--- config.mk ---
export PLATFORM = sky130hd
export DESIGN_NAME = newton_square_root_unit_flat
export DESIGN_NICKNAME = d
export VERILOG_FILES = /design/src/sv/nsr_pkg.sv /design/src/sv/nsr_in_if.sv /design/src/sv/nsr_out_if.sv /design/src/sv/nsr_div.sv /design/src/sv/newton_square_root_unit.sv /design/src/flat_wrapper.sv
export SDC_FILE = /design/constraint.sdc
export NUM_CORES = 1
export LEC_CHECK = 0
export ABC_AREA = 1
export BUFFER_PORTS_ARGS = -buffer_cell sky130_fd_sc_hd__buf_2
export CORE_UTILIZATION = 25
export CTS_BUF_LIST = sky130_fd_sc_hd__clkbuf_2 sky130_fd_sc_hd__clkbuf_4 sky130_fd_sc_hd__clkbuf_8
export DETAILED_ROUTE_END_ITERATION = 10
export PLACE_DENSITY = 0.5
export SLEW_MARGIN = 20
export SYNTH_ARGS = -nofsm -noshare
export SYNTH_HDL_FRONTEND = slang
export SYNTH_SLANG_ARGS = --single-unit
--- constraint.sdc ---
create_clock -name clk -period 5.7 [get_ports clk]
set_clock_uncertainty 0.15 [all_clocks]
set_input_delay 0.855 -clock clk [delete_from_list [all_inputs] [get_ports clk]]
set_output_delay 0.855 -clock clk [all_outputs]
set_load 0.01 [all_outputs]
--- src/sv/nsr_pkg.sv ---
// ----------------------------------------------------------------------------
// nsr_pkg
// Shared widths, constants and types for the Newton square root unit.
// ----------------------------------------------------------------------------
package nsr_pkg;

  localparam int FRAC_BITS = 16;
  localparam int MAX_ITER  = 40;

  localparam int RAD_W    = 32;
  localparam int ROOT_W   = 25;
  localparam int SCALED_W = RAD_W + FRAC_BITS;   // radicand << FRAC_BITS
  localparam int PASS_W   = $clog2(MAX_ITER + 1);
  localparam int DCNT_W   = $clog2(SCALED_W + 1);

  localparam logic [ROOT_W-1:0] ROOT_MAX = '1;

  typedef logic [SCALED_W-1:0] wide_t;

  typedef enum logic [2:0] {
    S_IDLE,
    S_DIV,
    S_UPD,
    S_CHK,
    S_FIN
  } nsr_state_t;

  typedef struct packed {
    logic start;
  } div_ctrl_t;

  typedef struct packed {
    logic busy;
    logic done;
  } div_stat_t;

endpackage

--- src/sv/nsr_in_if.sv ---
// ----------------------------------------------------------------------------
// nsr_in_if
// Request channel carrying one radicand.
// ----------------------------------------------------------------------------
interface nsr_in_if;

  logic                       valid;
  logic                       ready;
  logic [nsr_pkg::RAD_W-1:0]  radicand;

  modport source (output valid, output radicand, input ready);
  modport sink   (input valid, input radicand, output ready);

endinterface

--- src/sv/nsr_out_if.sv ---
// ----------------------------------------------------------------------------
// nsr_out_if
// Result channel carrying the root and the iteration limit flag.
// ----------------------------------------------------------------------------
interface nsr_out_if;

  logic                       valid;
  logic                       ready;
  logic [nsr_pkg::ROOT_W-1:0] root;
  logic                       hit_limit;

  modport source (output valid, output root, output hit_limit, input ready);
  modport sink   (input valid, input root, input hit_limit, output ready);

endinterface

--- src/sv/nsr_div.sv ---
// ----------------------------------------------------------------------------
// nsr_div
// Bit-serial restoring divider, one quotient bit per cycle.
// ----------------------------------------------------------------------------
module nsr_div (
  input  logic               clk,
  input  logic               rst_n,
  input  nsr_pkg::div_ctrl_t ctrl,
  input  nsr_pkg::wide_t     dividend,
  input  nsr_pkg::wide_t     divisor,
  output nsr_pkg::div_stat_t stat,
  output nsr_pkg::wide_t     quotient
);
  import nsr_pkg::*;

  logic              busy_r;
  logic              done_r;
  logic [DCNT_W-1:0] cnt_r;
  wide_t             rem_r, rem_nxt;
  wide_t             quo_r, quo_nxt;
  wide_t             dsr_r;

  logic [SCALED_W:0] trial;
  logic [SCALED_W:0] trial_diff;
  logic              qbit;

  // shift the next dividend bit into the partial remainder and try a subtract
  always_comb begin
    trial      = {rem_r, quo_r[SCALED_W-1]};
    trial_diff = trial - {1'b0, dsr_r};
    qbit       = ~trial_diff[SCALED_W];
    rem_nxt    = qbit ? trial_diff[SCALED_W-1:0] : trial[SCALED_W-1:0];
    quo_nxt    = {quo_r[SCALED_W-2:0], qbit};
  end

  always_ff @(posedge clk) begin
    if (!rst_n) begin
      busy_r <= 1'b0;
      done_r <= 1'b0;
      cnt_r  <= '0;
    end else begin
      done_r <= 1'b0;
      if (ctrl.start) begin
        busy_r <= 1'b1;
        cnt_r  <= DCNT_W'(SCALED_W);
      end else if (busy_r) begin
        cnt_r <= cnt_r - DCNT_W'(1);
        if (cnt_r == DCNT_W'(1)) begin
          busy_r <= 1'b0;
          done_r <= 1'b1;
        end
      end
    end
  end

  always_ff @(posedge clk) begin
    if (ctrl.start) begin
      rem_r <= '0;
      quo_r <= dividend;
      dsr_r <= divisor;
    end else if (busy_r) begin
      rem_r <= rem_nxt;
      quo_r <= quo_nxt;
    end
  end

  assign stat.busy = busy_r;
  assign stat.done = done_r;
  assign quotient  = quo_r;

endmodule

--- src/sv/newton_square_root_unit.sv ---
// ----------------------------------------------------------------------------
// newton_square_root_unit
// Fixed-point Newton-Raphson square root with a bit-serial divider.
// ----------------------------------------------------------------------------
// Takes one unsigned Q16.16 radicand per request and returns its Q16.16 root
// and a flag raised when 40 Newton passes ran without the estimate settling
// to within one LSB. One request is worked on at a time. A zero radicand
// finishes without a divide. Otherwise each Newton pass starts the
// one-bit-per-cycle divider on the 48-bit scaled radicand, then runs an
// estimate update and a convergence check; a request takes 1 to 40
// passes. A finished result waits in the output register while the next
// request is accepted.
module newton_square_root_unit (
  input  logic  clk,
  input  logic  rst_n,
  nsr_in_if.sink    in_ch,
  nsr_out_if.source out_ch
);
  import nsr_pkg::*;

  nsr_state_t        state_r, state_nxt;
  logic [PASS_W-1:0] pass_r;
  wide_t             scaled_r;
  wide_t             est_r;
  wide_t             nxt_r;
  logic [ROOT_W-1:0] res_root_r;
  logic              res_hit_r;

  logic              out_valid_r;
  logic [ROOT_W-1:0] out_root_r;
  logic              out_hit_r;

  div_ctrl_t         div_ctrl;
  div_stat_t         div_stat;
  wide_t             div_dividend;
  wide_t             div_divisor;
  wide_t             div_quo;

  logic              in_ready_c;
  logic              out_load_c;
  logic              in_take;
  logic              rad_zero;

  logic [SCALED_W:0] est_sum;
  wide_t             est_half;
  wide_t             est_new;
  wide_t             est_delta;
  logic              settled;
  logic              last_pass;
  logic [ROOT_W-1:0] root_sat;

  assign in_take  = in_ch.valid && in_ready_c;
  assign rad_zero = (in_ch.radicand == '0);

  // estimate update: (est + q) >> 1, never zero
  always_comb begin
    est_sum  = {1'b0, est_r} + {1'b0, div_quo};
    est_half = est_sum[SCALED_W:1];
    est_new  = (est_half == '0) ? SCALED_W'(1) : est_half;
  end

  // |new - est| <= 1 from one modular subtract
  always_comb begin
    est_delta = nxt_r - est_r;
    settled   = (est_delta == '0) || (est_delta == SCALED_W'(1)) || (est_delta == '1);
    last_pass = (pass_r == PASS_W'(MAX_ITER - 1));
    root_sat  = (|nxt_r[SCALED_W-1:ROOT_W]) ? ROOT_MAX : nxt_r[ROOT_W-1:0];
  end

  // next state
  always_comb begin
    state_nxt = state_r;
    case (state_r)
      S_IDLE: begin
        if (in_take) state_nxt = rad_zero ? S_FIN : S_DIV;
      end
      S_DIV: begin
        if (div_stat.done) state_nxt = S_UPD;
      end
      S_UPD: state_nxt = S_CHK;
      S_CHK: begin
        state_nxt = (settled || last_pass) ? S_FIN : S_DIV;
      end
      S_FIN: begin
        if (!out_valid_r || out_ch.ready) state_nxt = S_IDLE;
      end
      default: state_nxt = S_IDLE;
    endcase
  end

  // control outputs
  always_comb begin
    in_ready_c     = 1'b0;
    out_load_c     = 1'b0;
    div_ctrl.start = 1'b0;
    div_dividend   = scaled_r;
    div_divisor    = nxt_r;
    case (state_r)
      S_IDLE: begin
        in_ready_c     = 1'b1;
        div_ctrl.start = in_ch.valid && !rad_zero;
        div_dividend   = {in_ch.radicand, FRAC_BITS'(0)};
        div_divisor    = SCALED_W'(1) << FRAC_BITS;
      end
      S_CHK: begin
        div_ctrl.start = !(settled || last_pass);
      end
      S_FIN: begin
        out_load_c = !out_valid_r || out_ch.ready;
      end
      default: ;
    endcase
  end

  always_ff @(posedge clk) begin
    if (!rst_n) begin
      state_r     <= S_IDLE;
      pass_r      <= '0;
      out_valid_r <= 1'b0;
    end else begin
      state_r <= state_nxt;
      if (in_take) begin
        pass_r <= '0;
      end else if (state_r == S_CHK && !(settled || last_pass)) begin
        pass_r <= pass_r + PASS_W'(1);
      end
      if (out_load_c) begin
        out_valid_r <= 1'b1;
      end else if (out_ch.ready) begin
        out_valid_r <= 1'b0;
      end
    end
  end

  always_ff @(posedge clk) begin
    if (in_take) begin
      scaled_r   <= {in_ch.radicand, FRAC_BITS'(0)};
      est_r      <= SCALED_W'(1) << FRAC_BITS;
      res_root_r <= '0;
      res_hit_r  <= 1'b0;
    end
    if (state_r == S_UPD) begin
      nxt_r <= est_new;
    end
    if (state_r == S_CHK) begin
      est_r      <= nxt_r;
      res_root_r <= root_sat;
      res_hit_r  <= !settled;
    end
    if (out_load_c) begin
      out_root_r <= res_root_r;
      out_hit_r  <= res_hit_r;
    end
  end

  nsr_div u_div (
    .clk      (clk),
    .rst_n    (rst_n),
    .ctrl     (div_ctrl),
    .dividend (div_dividend),
    .divisor  (div_divisor),
    .stat     (div_stat),
    .quotient (div_quo)
  );

  assign in_ch.ready      = in_ready_c;
  assign out_ch.valid     = out_valid_r;
  assign out_ch.root      = out_root_r;
  assign out_ch.hit_limit = out_hit_r;

  a_pass_bound: assert property (@(posedge clk) disable iff (!rst_n)
    pass_r < PASS_W'(MAX_ITER))
    else $error("pass counter beyond iteration cap");

  a_take_dispatch: assert property (@(posedge clk) disable iff (!rst_n)
    in_take |=> (state_r == S_DIV || state_r == S_FIN))
    else $error("accepted request not dispatched");

  a_div_active: assert property (@(posedge clk) disable iff (!rst_n)
    (state_r == S_DIV) |-> (div_stat.busy || div_stat.done))
    else $error("waiting on an idle divider");

  a_done_in_div: assert property (@(posedge clk) disable iff (!rst_n)
    div_stat.done |-> (state_r == S_DIV))
    else $error("divider finished outside the divide state");

endmodule
--- src/flat_wrapper.sv ---
// flat-port wrapper written by rule: the top's interface ports become plain ports
module newton_square_root_unit_flat import nsr_pkg::*;
  (clk, rst_n, in_ch_valid, in_ch_radicand, in_ch_ready, out_ch_valid, out_ch_root, out_ch_hit_limit, out_ch_ready);
  nsr_in_if in_ch_i ();
  nsr_out_if out_ch_i ();
  input  logic clk;
  input  logic rst_n;
  input wire logic [$bits(in_ch_i.valid)-1:0] in_ch_valid;
  input wire logic [$bits(in_ch_i.radicand)-1:0] in_ch_radicand;
  output wire logic [$bits(in_ch_i.ready)-1:0] in_ch_ready;
  output wire logic [$bits(out_ch_i.valid)-1:0] out_ch_valid;
  output wire logic [$bits(out_ch_i.root)-1:0] out_ch_root;
  output wire logic [$bits(out_ch_i.hit_limit)-1:0] out_ch_hit_limit;
  input wire logic [$bits(out_ch_i.ready)-1:0] out_ch_ready;
  assign in_ch_i.valid = in_ch_valid;
  assign in_ch_i.radicand = in_ch_radicand;
  assign in_ch_ready = in_ch_i.ready;
  assign out_ch_valid = out_ch_i.valid;
  assign out_ch_root = out_ch_i.root;
  assign out_ch_hit_limit = out_ch_i.hit_limit;
  assign out_ch_i.ready = out_ch_ready;
  newton_square_root_unit u_core (.clk(clk), .rst_n(rst_n), .in_ch(in_ch_i), .out_ch(out_ch_i));
endmodule
==> flow_metrics.tcl, run 1 <==
set metrics [dict create \
    status "complete, no violations" \
    rows 114 \
    syn_nets 3598 \
    die_y_um 316 \
    initial_utilization_pct 25.3 \
    ff2ff_setup_slack_ns 1.18 \
    via_count 21800 \
    ys_ff_latch 342 \
    cts.path.max_buffers 3 \
    areaGrowthSynthToFinish_pct 12.6 \
    postSynthCellCount 3414 \
    port_buffers 63 \
    core_area_um2 97000 \
    antenna_left 0 \
    cp.arrival_ns 4.67 \
    grt_pass1_vias 21500 \
    path_buf_inv 4 \
    startpoint_type "register" \
    final_common_cell "nand2_1" \
    routed_via_density 4.52 \
    cts_buffers 61 \
    cts_resized 0 \
    synth_edf_count 276 \
    antenna_found_initial 1 \
    cts.reportedPaths.clkPinSlew_ns 0.06 \
    timing.rr.end "u_core.u_div.quotient[41]$_DFFE_PP_" \
    cap_viol_max_count 0 \
    synth_area_per_cell_um2 7.20 \
    crit_start "u_core.nxt_r[0]$_SDFFCE_PN1P_" \
    rsz0062_at_grt "no" \
    total_leakage_power_nw 12.9 \
    multi_input_area_um2 12300 \
    fillCellCount 10800 \
    min_path_type "in -> reg" \
    synth.yosys.seq_area_share_pct 39.1 \
    cp_top_family "simple AND/OR/NAND/NOR gates" \
    async_flop_share_pct 0 \
    die_area_um2 99600 \
    ctsHoldBuffers 0 \
    setup-tns-final_ns 0 \
    netlist_top_cells_area "edfxtp_1 (34%), nand2_1 (15%), inv_1 (9.4%), ha_1 (7.4%), nor2_1 (6.0%)" \
    htree_levels 2 \
    slew_violations 0 \
    wl_mm 81.7 \
    required_ns 5.86 \
    worstSkewPairLatency_ns 0.69 \
    hpwl_mm 65.5 \
    r2r-start "u_core.nxt_r[0]$_SDFFCE_PN1P_" \
    ir_drop_mv 0.297 \
    fmax_mhz 221 \
    track_usage_pct 16.4 \
    grt_max_degree 108 \
    yosysUniqueCellTypes 46 \
    worst_setup_path_end_kind "register" \
    worst_pin_slew_ns 0.920 \
    critPathMaxFanout 48 \
    die_x_um 316 \
    fin_crit_sh_pct 79.3 \
    relSlewSlack_pct 38.7 \
    crit_cells 22 \
    worst_hold_slack_ns 0.210 \
    min_period_ns 4.52 \
    path_class "reg -> reg" \
    post_cts_buffers 0 \
    setup_viol 0 \
    root_buffer "clkbuf_8" \
    grt_first_pass_wirelength_mm 126 \
    reg2reg_depth 22 \
    register_area_um2 9610 \
    crit_chain "inv_1 > ha_1 > fa_1 > inv_1 > nand3_1 > nand2_1 > nand2_1 > nand2_2 > nand2_1 > nand2_1 > nand3_1 > nand3_1 > nand2_1 > nand2_1 > nor2_1 > nand2_1 > nor2_1 > nand2_1 > nand4_2 > buf_4 > nand3_2 > buf_4" \
    ys.flop_type "edfxtp_1" \
    fin_util_pct 28.5 \
    hold_viol 0 \
    gr-total-overflow 0 \
    routabilityCongestion 0.954 \
    yosys.area.top_type "edfxtp_1" \
    yosysTopAreaCellShare_pct 33.7 \
    layout_common_cells "nand2_1 (972), inv_1 (616), nor2_1 (392), edfxtp_1 (276), a21oi_1 (174)" \
    wl_per_cell_um 16.9 \
    p_per_area_nw_per_um2 520 \
    drc 0 \
    crit_slowest_cell "buf_4" \
    max_stage_delay_ns 0.59 \
    nets 3685 \
    endpoint "u_core.u_div.quotient[41]$_DFFE_PP_" \
    cts_tree "yes" \
    drt_iter0_drc 1434 \
    crit_top_cell "nand2_1" \
    clock-sinks 342 \
    ys_warn_count 0 \
    dr.pass1.iters 7 \
    syn-cell-area_um2 24600 \
    boundaryPins 64 \
    drive_above_1_share_pct 8.22 \
]
==> power breakdown <==
part | total (mW) | switching [mW] | internal [mW]
registers | 4.23 | 0.445 | 3.79
clock network | 2.41 | 1.14 | 1.27
logic | 7.75 | 5.48 | 2.27
total | 14.4 | 7.06 | 7.33
==> Yosys cell counts (all sizes together) (5+ instances only) <==
library cell / number
a211oi: 5
nor3: 37
ha: 145
a31oi: 34
nor2: 406
clkbuf: 33
o211ai: 6
dfxtp: 66
nand3b: 9
nor4: 18
inv: 626
buf: 26
o21a: 13
nand4: 32
o21ai: 148
nand2: 984
or2: 8
a21o: 10
edfxtp: 276
nand3: 163
xnor2: 46
a21boi: 10
xor2: 52
o21bai: 17
a21oi: 224
==> logic make-up (layout without fill, tap and decap cells) <==
| kind of cell | count (synthesis) | in the layout | synth area share (%) |
|---|---|---|---|
| AND/OR/NAND/NOR | 1667 | 1667 | 27.7 |
| buffers and inverters | 688 | 828 | 10.9 |
| AO/OA/AOI/OAI | 471 | 471 | 11.2 |
| flip-flops | 342 | 342 | 39.1 |
| adder cells (fa/ha/maj) | 148 | 148 | 7.63 |
| XOR/XNOR | 98 | 98 | 3.49 |
| other | 0 | 1 | 0 |
==> how the worst min path moves through the flow <==
stage	cells after the start	start	to	slack, ns
after floorplan	0	u_core.res_hit_r$_SDFFCE_PP0P_	u_core.out_ch.hit_limit$_DFFE_PP_	0.25
after global placement	0	u_core.res_root_r[6]$_SDFFCE_PP0P_	u_core.out_ch.root[6]$_DFFE_PP_	0.25
after detailed placement	0	u_core.res_root_r[2]$_SDFFCE_PP0P_	u_core.out_ch.root[2]$_DFFE_PP_	0.26
after CTS	1	in_ch_radicand[29]	u_core.scaled_r[45]$_DFFE_PP_	0.14
after global routing	1	in_ch_radicand[29]	u_core.scaled_r[45]$_DFFE_PP_	0.18
final	1	in_ch_radicand[29]	u_core.scaled_r[45]$_DFFE_PP_	0.21
==> routing by layer <==
| layer | vias up | GRT usage, % | part of all wire, % |
|---|---|---|---|
| li1 | 11100 | - | - |
| met1 | 10100 | 22.4 | 48 |
| met2 | 485 | 26.7 | 45 |
| met3 | 137 | 2.06 | 4.1 |
| met4 | 2 | 5.68 | 3.3 |
| met5 | - | 0 | 0.015 |
==> state kept, by name (all words and copies together), names as in the netlist <==
register,count
u_core.state_r,3
u_core.out_ch.hit_limit,1
u_core.nxt_r,48
u_core.res_hit_r,1
u_core.res_root_r,25
u_core.pass_r,6
u_core.u_div.busy_r,1
u_core.est_r,48
u_core.out_ch.valid,1
u_core.out_ch.root,25
u_core.u_div.quotient,48
u_core.u_div.rem_r,48
u_core.scaled_r,32
u_core.u_div.done_r,1
u_core.u_div.cnt_r,6
u_core.u_div.dsr_r,48
==> layout make-up <==
type / count / share of cell area (%)
clock buffers: 77 / 3.69
flip-flops and latches: 342 / 34.7
diodes: 1 / 0.00904
well taps: 1276 / 5.77
multi-input cells: 2384 / 44.6
repair buffers: 83 / 1.77
clock inverters: 39 / 0.882
inverters: 629 / 8.54
==> through the flow <==
stage	power (mW)	cells	cell area [µm²]	setup slack, ns
after floorplan	9.47	3414	24600	1.03
after global placement	12.0	4714	26400	1.32
after detailed placement	12.0	4714	26400	1.25
after CTS	14.5	4830	27700	1.22
after global routing	15.6	4830	27700	0.947
final	14.4	4831	27700	1.18
(Power assumes the default switching activity.)
==> run 2: changes to the inputs <==
--- a/config.mk
+++ b/config.mk
@@ -10,7 +10,7 @@
 export CORE_UTILIZATION = 25
 export CTS_BUF_LIST = sky130_fd_sc_hd__clkbuf_2 sky130_fd_sc_hd__clkbuf_4 sky130_fd_sc_hd__clkbuf_8
 export DETAILED_ROUTE_END_ITERATION = 10
-export PLACE_DENSITY = 0.5
+export PLACE_DENSITY = 0.51
 export SLEW_MARGIN = 20
 export SYNTH_ARGS = -nofsm -noshare
 export SYNTH_HDL_FRONTEND = slang
==> constraint.sdc (replaced) <==
create_clock -name clk -period 4.1 [get_ports clk]
set_clock_uncertainty 0.15 [all_clocks]
set_input_delay 0.615 -clock clk [delete_from_list [all_inputs] [get_ports clk]]
set_output_delay 0.615 -clock clk [all_outputs]
set_load 0.01 [all_outputs]
==> flow_metrics.tcl, run 2 (same netlist as run 1, synthesis figures left out) <==
set metrics [dict create \
    rows 114 \
    hold_depth 4 \
    fmax_mhz 253 \
    slew_violations 0 \
    worstSkewPairLatency_ns 0.71 \
    grt_first_pass_wirelength_mm 125 \
    wl_mm 81.7 \
    dr.pass1.iters 8 \
    worst_pin_slew_ns 0.722 \
    hpwl_mm 66.0 \
    track_usage_pct 16.4 \
    critPathMaxFanout 4 \
    drc 0 \
    htree_levels 2 \
    power.switching_mw 9.86 \
    cp.arrival_ns 4.21 \
    clock-sinks 342 \
    antenna_cells 0 \
    final_common_cell "nand2_1" \
    crit_top_cell "nand2_1" \
    cts.path.max_buffers 3 \
    crit_cells 18 \
    ir_drop_mv 0.293 \
    nets 3756 \
    die_x_um 316 \
    cts_buffers 60 \
    layout_common_cells "nand2_1 (969), inv_1 (615), nor2_1 (390), edfxtp_1 (276), a21oi_1 (174)" \
    p_int_mw 10.3 \
    hold_viol 0 \
    total_leakage_power_nw 13.2 \
    routed_via_density 4.50 \
    cts_tree "yes" \
    post_cts_buffers 0 \
    root_buffer "clkbuf_8" \
    reg2reg_depth 18 \
    fin_util_pct 29.2 \
    core_area_um2 97000 \
    worst_setup_path_end_kind "register" \
    routabilityCongestion 0.961 \
    port_buffers 63 \
    cap_viol_max_count 0 \
    path_class "reg -> reg" \
    fin_crit_sh_pct 96.4 \
    boundaryPins 64 \
    initial_utilization_pct 25.3 \
    p_sw_share_pct 48.8 \
    areaGrowthSynthToFinish_pct 15.2 \
    cp_top_family "simple AND/OR/NAND/NOR gates" \
    die_y_um 316 \
    min_path_type "in -> reg" \
    die_area_um2 99600 \
    status "complete, no violations" \
    gr-total-overflow 0 \
    min_period_ns 3.95 \
    required_ns 4.36 \
    combinationalPowerShare_pct 54.9 \
    crit_chain "ha_1 > nand2_1 > nor2_1 > nand2_1 > inv_1 > nand4_1 > nand3_1 > nand3_1 > nand2_1 > a21oi_1 > or2_2 > nand3_1 > nor2_1 > nand2_1 > nor2_1 > buf_4 > nand2_1 > nand2_1" \
    wl_per_cell_um 16.7 \
    grt_pass1_vias 21700 \
    cts.reportedPaths.clkPinSlew_ns 0.06 \
    drive_above_1_share_pct 9.25 \
    antenna_left 0 \
    path_buf_inv 2 \
    rsz0062_at_grt "no" \
    ff2ff_setup_slack_ns 0.15 \
    setup_viol 0 \
    startpoint_type "register" \
    relSlewSlack_pct 51.8 \
    p_per_area_nw_per_um2 714 \
    grt_max_degree 66 \
    via_count 22100 \
    max_stage_delay_ns 0.53 \
    clockPowerShare_pct 15.8 \
    sequentialPowerShare_pct 29.3 \
    setup-tns-final_ns 0 \
    drt_iter0_drc 1377 \
    antenna_found_initial 0 \
    crit_slowest_cell "edfxtp_1" \
]
-- run 2: changes by cell type in the layout (fill, tap and decap cells not counted), moves of 5 or more --
cell	delta
clkinv_2	-6
buf_12	+5
clkbuf_4	+7
dlygate4sd3_1	+33
clkbuf_8	-6
buf_4	+33
-- run 2: worst register-to-register path, stage by stage, from the launching register on --
cell and delay [ns]:
edfxtp_1 0.53, ha_1 0.50, nand2_1 0.14, nor2_1 0.26, nand2_1 0.09, inv_1 0.10
nand4_1 0.17, nand3_1 0.24, nand3_1 0.11, nand2_1 0.21, a21oi_1 0.15, or2_2 0.30
nand3_1 0.08, nor2_1 0.05, nand2_1 0.08, nor2_1 0.06, buf_4 0.15, nand2_1 0.18
nand2_1 0.11
-- run 2: timing repair --
action                                  CTS  global route
hold buffers                             33             0
hold endpoints to repair                 33             0
endpoints found under the setup margin    0           197
resized for setup                         0            10
-- run 2: final cells by class --
class	count	area, µm²
Fill cell	10800	68700
Multi-Input combinational cell	2384	12400
Sequential cell	342	9610
Inverter	629	2360
Tap cell	1276	1600
Timing Repair Buffer	155	1180
Clock buffer	78	992
Clock inverter	34	196
-- run 2: power groups by stage --
stage               clock network, mW  logic (mW)  registers [mW]
floorplan                           0        7.54            5.61
detailed placement                  0        11.0            5.97
global route                     3.44        12.4            6.00
CTS                              3.31        11.0            5.91
global placement                    0        11.0            5.96
finish                           3.20        11.1            5.91
-- run 2: worst paths after layout --
| path | startpoint | to |
|---|---|---|
| worst max-delay path | u_core.u_div.quotient[18]$_DFFE_PP_ | u_core.nxt_r[0]$_SDFFCE_PN1P_ |
| worst min-delay path | out_ch_ready | u_core.out_ch.valid$_SDFFE_PN0P_ |
| worst max register to register | u_core.u_div.quotient[18]$_DFFE_PP_ | u_core.nxt_r[0]$_SDFFCE_PN1P_ |
| worst min register to register | u_core.res_root_r[23]$_SDFFCE_PP0P_ | u_core.out_ch.root[23]$_DFFE_PP_ |
-- run 2: routing by layer --
layer / track usage [%] / wire [µm] / vias to the layer above
met2: 26.5 / 36300 / 550
met3: 2.51 / 4700 / 128
met5: 0 / 0 / -
li1: - / - / 11300
met4: 4.95 / 2310 / 0
met1: 22.5 / 38400 / 10100
-- run 2: through the flow --
step	total power [mW]	setup slack, ns	area [µm²]	hold slack (ns)	instances
after detailed placement	16.9	0.0206	26800	0.256	4753
after floorplan	13.2	0.198	24600	0.250	3414
after global placement	17.0	0.108	26800	0.251	4753
after CTS	20.3	0.0171	28300	0.0393	4898
after global routing	21.8	0.000460	28300	0.107	4898
final	20.2	0.148	28300	0.0960	4898
==> run 3: changes to the inputs <==
--- a/config.mk
+++ b/config.mk
@@ -10,7 +10,9 @@
 export CORE_UTILIZATION = 25
 export CTS_BUF_LIST = sky130_fd_sc_hd__clkbuf_2 sky130_fd_sc_hd__clkbuf_4 sky130_fd_sc_hd__clkbuf_8
 export DETAILED_ROUTE_END_ITERATION = 10
+export MAX_ROUTING_LAYER = met4
 export PLACE_DENSITY = 0.51
+export SETUP_SLACK_MARGIN = 0.02
 export SLEW_MARGIN = 20
 export SYNTH_ARGS = -nofsm -noshare
 export SYNTH_HDL_FRONTEND = slang
==> flow_metrics.tcl, run 3 (same netlist as run 1, synthesis figures left out) <==
set metrics [dict create \
    status "complete, no violations" \
    initial_utilization_pct 25.3 \
    worst_setup_path_end_kind "register" \
    path_class "reg -> reg" \
    worst_pin_slew_ns 0.852 \
    power.switching_mw 9.86 \
    hpwl_mm 65.9 \
    setup-tns-final_ns 0 \
    antenna_found_initial 0 \
    htree_levels 2 \
    routabilityCongestion 0.979 \
    required_ns 4.57 \
    min_period_ns 3.88 \
    root_buffer "clkbuf_8" \
    placed_cells 4751 \
    via_count 22100 \
    p_int_mw 10.8 \
    ir_drop_mv 0.359 \
    clock-sinks 342 \
    max_stage_delay_ns 0.46 \
    critPathMaxFanout 18 \
    drt_iter0_drc 1507 \
    port_buffers 63 \
    crit_slowest_cell "fa_1" \
    rsz0062_at_grt "yes" \
    hold_viol 0 \
    cap_viol_max_count 0 \
    grt_pass1_vias 21300 \
    track_usage_pct 16.7 \
    areaGrowthSynthToFinish_pct 16.0 \
    wl_per_cell_um 16.6 \
    antenna_left 0 \
    p_per_area_nw_per_um2 723 \
    cts.reportedPaths.clkPinSlew_ns 0.06 \
    combinationalPowerShare_pct 53.8 \
    die_area_um2 99600 \
    path_buf_inv 4 \
    relSlewSlack_pct 43.2 \
    total_leakage_power_nw 13.3 \
    crit_chain "inv_1 > ha_1 > fa_1 > inv_1 > nand3_1 > nand2_2 > nand2_1 > nand2_2 > nand2_1 > nand2_1 > nand2_1 > nand2_1 > nand4_1 > nor2_1 > nand3_1 > nor2_2 > nand3_2 > nand4_4 > nand2_8 > buf_12 > buf_4 > a21oi_2" \
    antenna_cells 0 \
    drc 0 \
    gr-total-overflow 0 \
    crit_top_cell "nand2_1" \
    die_x_um 316 \
    grt_first_pass_wirelength_mm 125 \
    die_y_um 316 \
    instances_no_fill 4899 \
    cp.arrival_ns 4.35 \
    fin_crit_sh_pct 94.7 \
    boundaryPins 64 \
    routed_via_density 4.51 \
    cts_tree "yes" \
    drive_above_1_share_pct 9.61 \
    fmax_mhz 258 \
    final_common_cell "nand2_1" \
    worstSkewPairLatency_ns 0.71 \
    slew_violations 0 \
    wl_mm 81.2 \
    p_sw_share_pct 47.8 \
    placed_cell_area_um2 26800 \
    dr.pass1.iters 7 \
    min_path_type "in -> reg" \
    fillCellCount 10700 \
    clockPowerShare_pct 17.5 \
    cp_top_family "simple AND/OR/NAND/NOR gates" \
    startpoint_type "register" \
    fin_area_um2 28500 \
    worst_hold_slack_ns 0.0975 \
    sequentialPowerShare_pct 28.7 \
    nets 3756 \
    grt_max_degree 75 \
    cts_buffers 61 \
    cts.path.max_buffers 3 \
    setup_viol 0 \
    rows 114 \
    layout_common_cells "nand2_1 (970), inv_1 (616), nor2_1 (389), edfxtp_1 (276), a21oi_1 (174)" \
    core_area_um2 97000 \
]
-- run 3: cell types whose count changed in the layout (fill, tap and decap cells not counted), sizes merged --
cell / change
bufinv: +5
buf: -1
clkinvlp: -5
clkinv: -10
clkbuf: +10
inv: +2
-- run 3: worst register-to-register path: stages, from the launching register on --
cell and delay [ns]:
edfxtp_1 0.35, inv_1 0.07, ha_1 0.24, fa_1 0.46, inv_1 0.12, nand3_1 0.11
nand2_2 0.14, nand2_1 0.07, nand2_2 0.11, nand2_1 0.08, nand2_1 0.15, nand2_1 0.07
nand2_1 0.10, nand4_1 0.15, nor2_1 0.14, nand3_1 0.11, nor2_2 0.18, nand3_2 0.17
nand4_4 0.16, nand2_8 0.08, buf_12 0.18, buf_4 0.27, a21oi_2 0.14
-- run 3: routing by layer --
| metal | wire length [µm] | vias to the layer above | part of all wire (%) | global-route usage, % |
|---|---|---|---|---|
| met2 | 36700 | 491 | 45 | 26.5 |
| li1 | - | 11300 | - | - |
| met3 | 3790 | 97 | 4.7 | 2.06 |
| met4 | 1700 | 0 | 2.1 | 4.12 |
| met1 | 39100 | 10200 | 48 | 22.6 |
| met5 | 0 | - | 0 | - |
-- run 3: final cells by class --
| cell class | instances | area, µm² | area share [%] |
|---|---|---|---|
| multi-input combinational | 2384 | 12400 | 43.4 |
| sequential | 342 | 9610 | 33.7 |
| inverter | 629 | 2360 | 8.28 |
| tap | 1276 | 1600 | 5.60 |
| timing repair buffer | 154 | 1180 | 4.14 |
| clock buffer | 88 | 1070 | 3.76 |
| clock inverter | 26 | 305 | 1.07 |
-- run 3: final timing paths --
| check | startpoint | cells past startpoint | to | slack [ns] |
|---|---|---|---|---|
| worst max-delay path | u_core.nxt_r[0]$_SDFFCE_PN1P_ | 22 | u_core.u_div.rem_r[14]$_SDFFE_PP0P_ | 0.22 |
| worst max register to register | u_core.nxt_r[0]$_SDFFCE_PN1P_ | 22 | u_core.u_div.rem_r[14]$_SDFFE_PP0P_ | 0.22 |
| worst min-delay path | out_ch_ready | 4 | u_core.out_ch.valid$_SDFFE_PN0P_ | 0.1 |
| worst min register to register | u_core.res_root_r[11]$_SDFFCE_PP0P_ | 0 | u_core.out_ch.root[11]$_DFFE_PP_ | 0.27 |
-- run 3: repair_timing --
action / in CTS / in global routing
setup buffers: 0 / 1
endpoints found under the hold margin: 34 / 0
hold buffers: 33 / 0
setup endpoints to repair: 2 / 205
gates resized for setup: 1 / 9
-- run 3: per-stage QoR --
step | worst slack [ns] | utilization (%) | power (mW)
global route | 0.00305 | 29.4 | 22.3
detailed placement | 0.0509 | 27.6 | 16.9
floorplan | 0.198 | - | 13.2
CTS | 0.0344 | 29.4 | 20.7
global placement | 0.0987 | 27.6 | 16.9
finish | 0.219 | 29.4 | 20.6
-- run 3: power groups by stage --
stage | Clock (mW) | Combinational (mW) | Sequential [mW]
finish | 3.62 | 11.1 | 5.92
global route | 3.89 | 12.4 | 5.99
CTS | 3.74 | 11.0 | 5.92
detailed placement | 0 | 10.9 | 5.98
global placement | 0 | 11.0 | 5.98
floorplan | 0 | 7.54 | 5.61
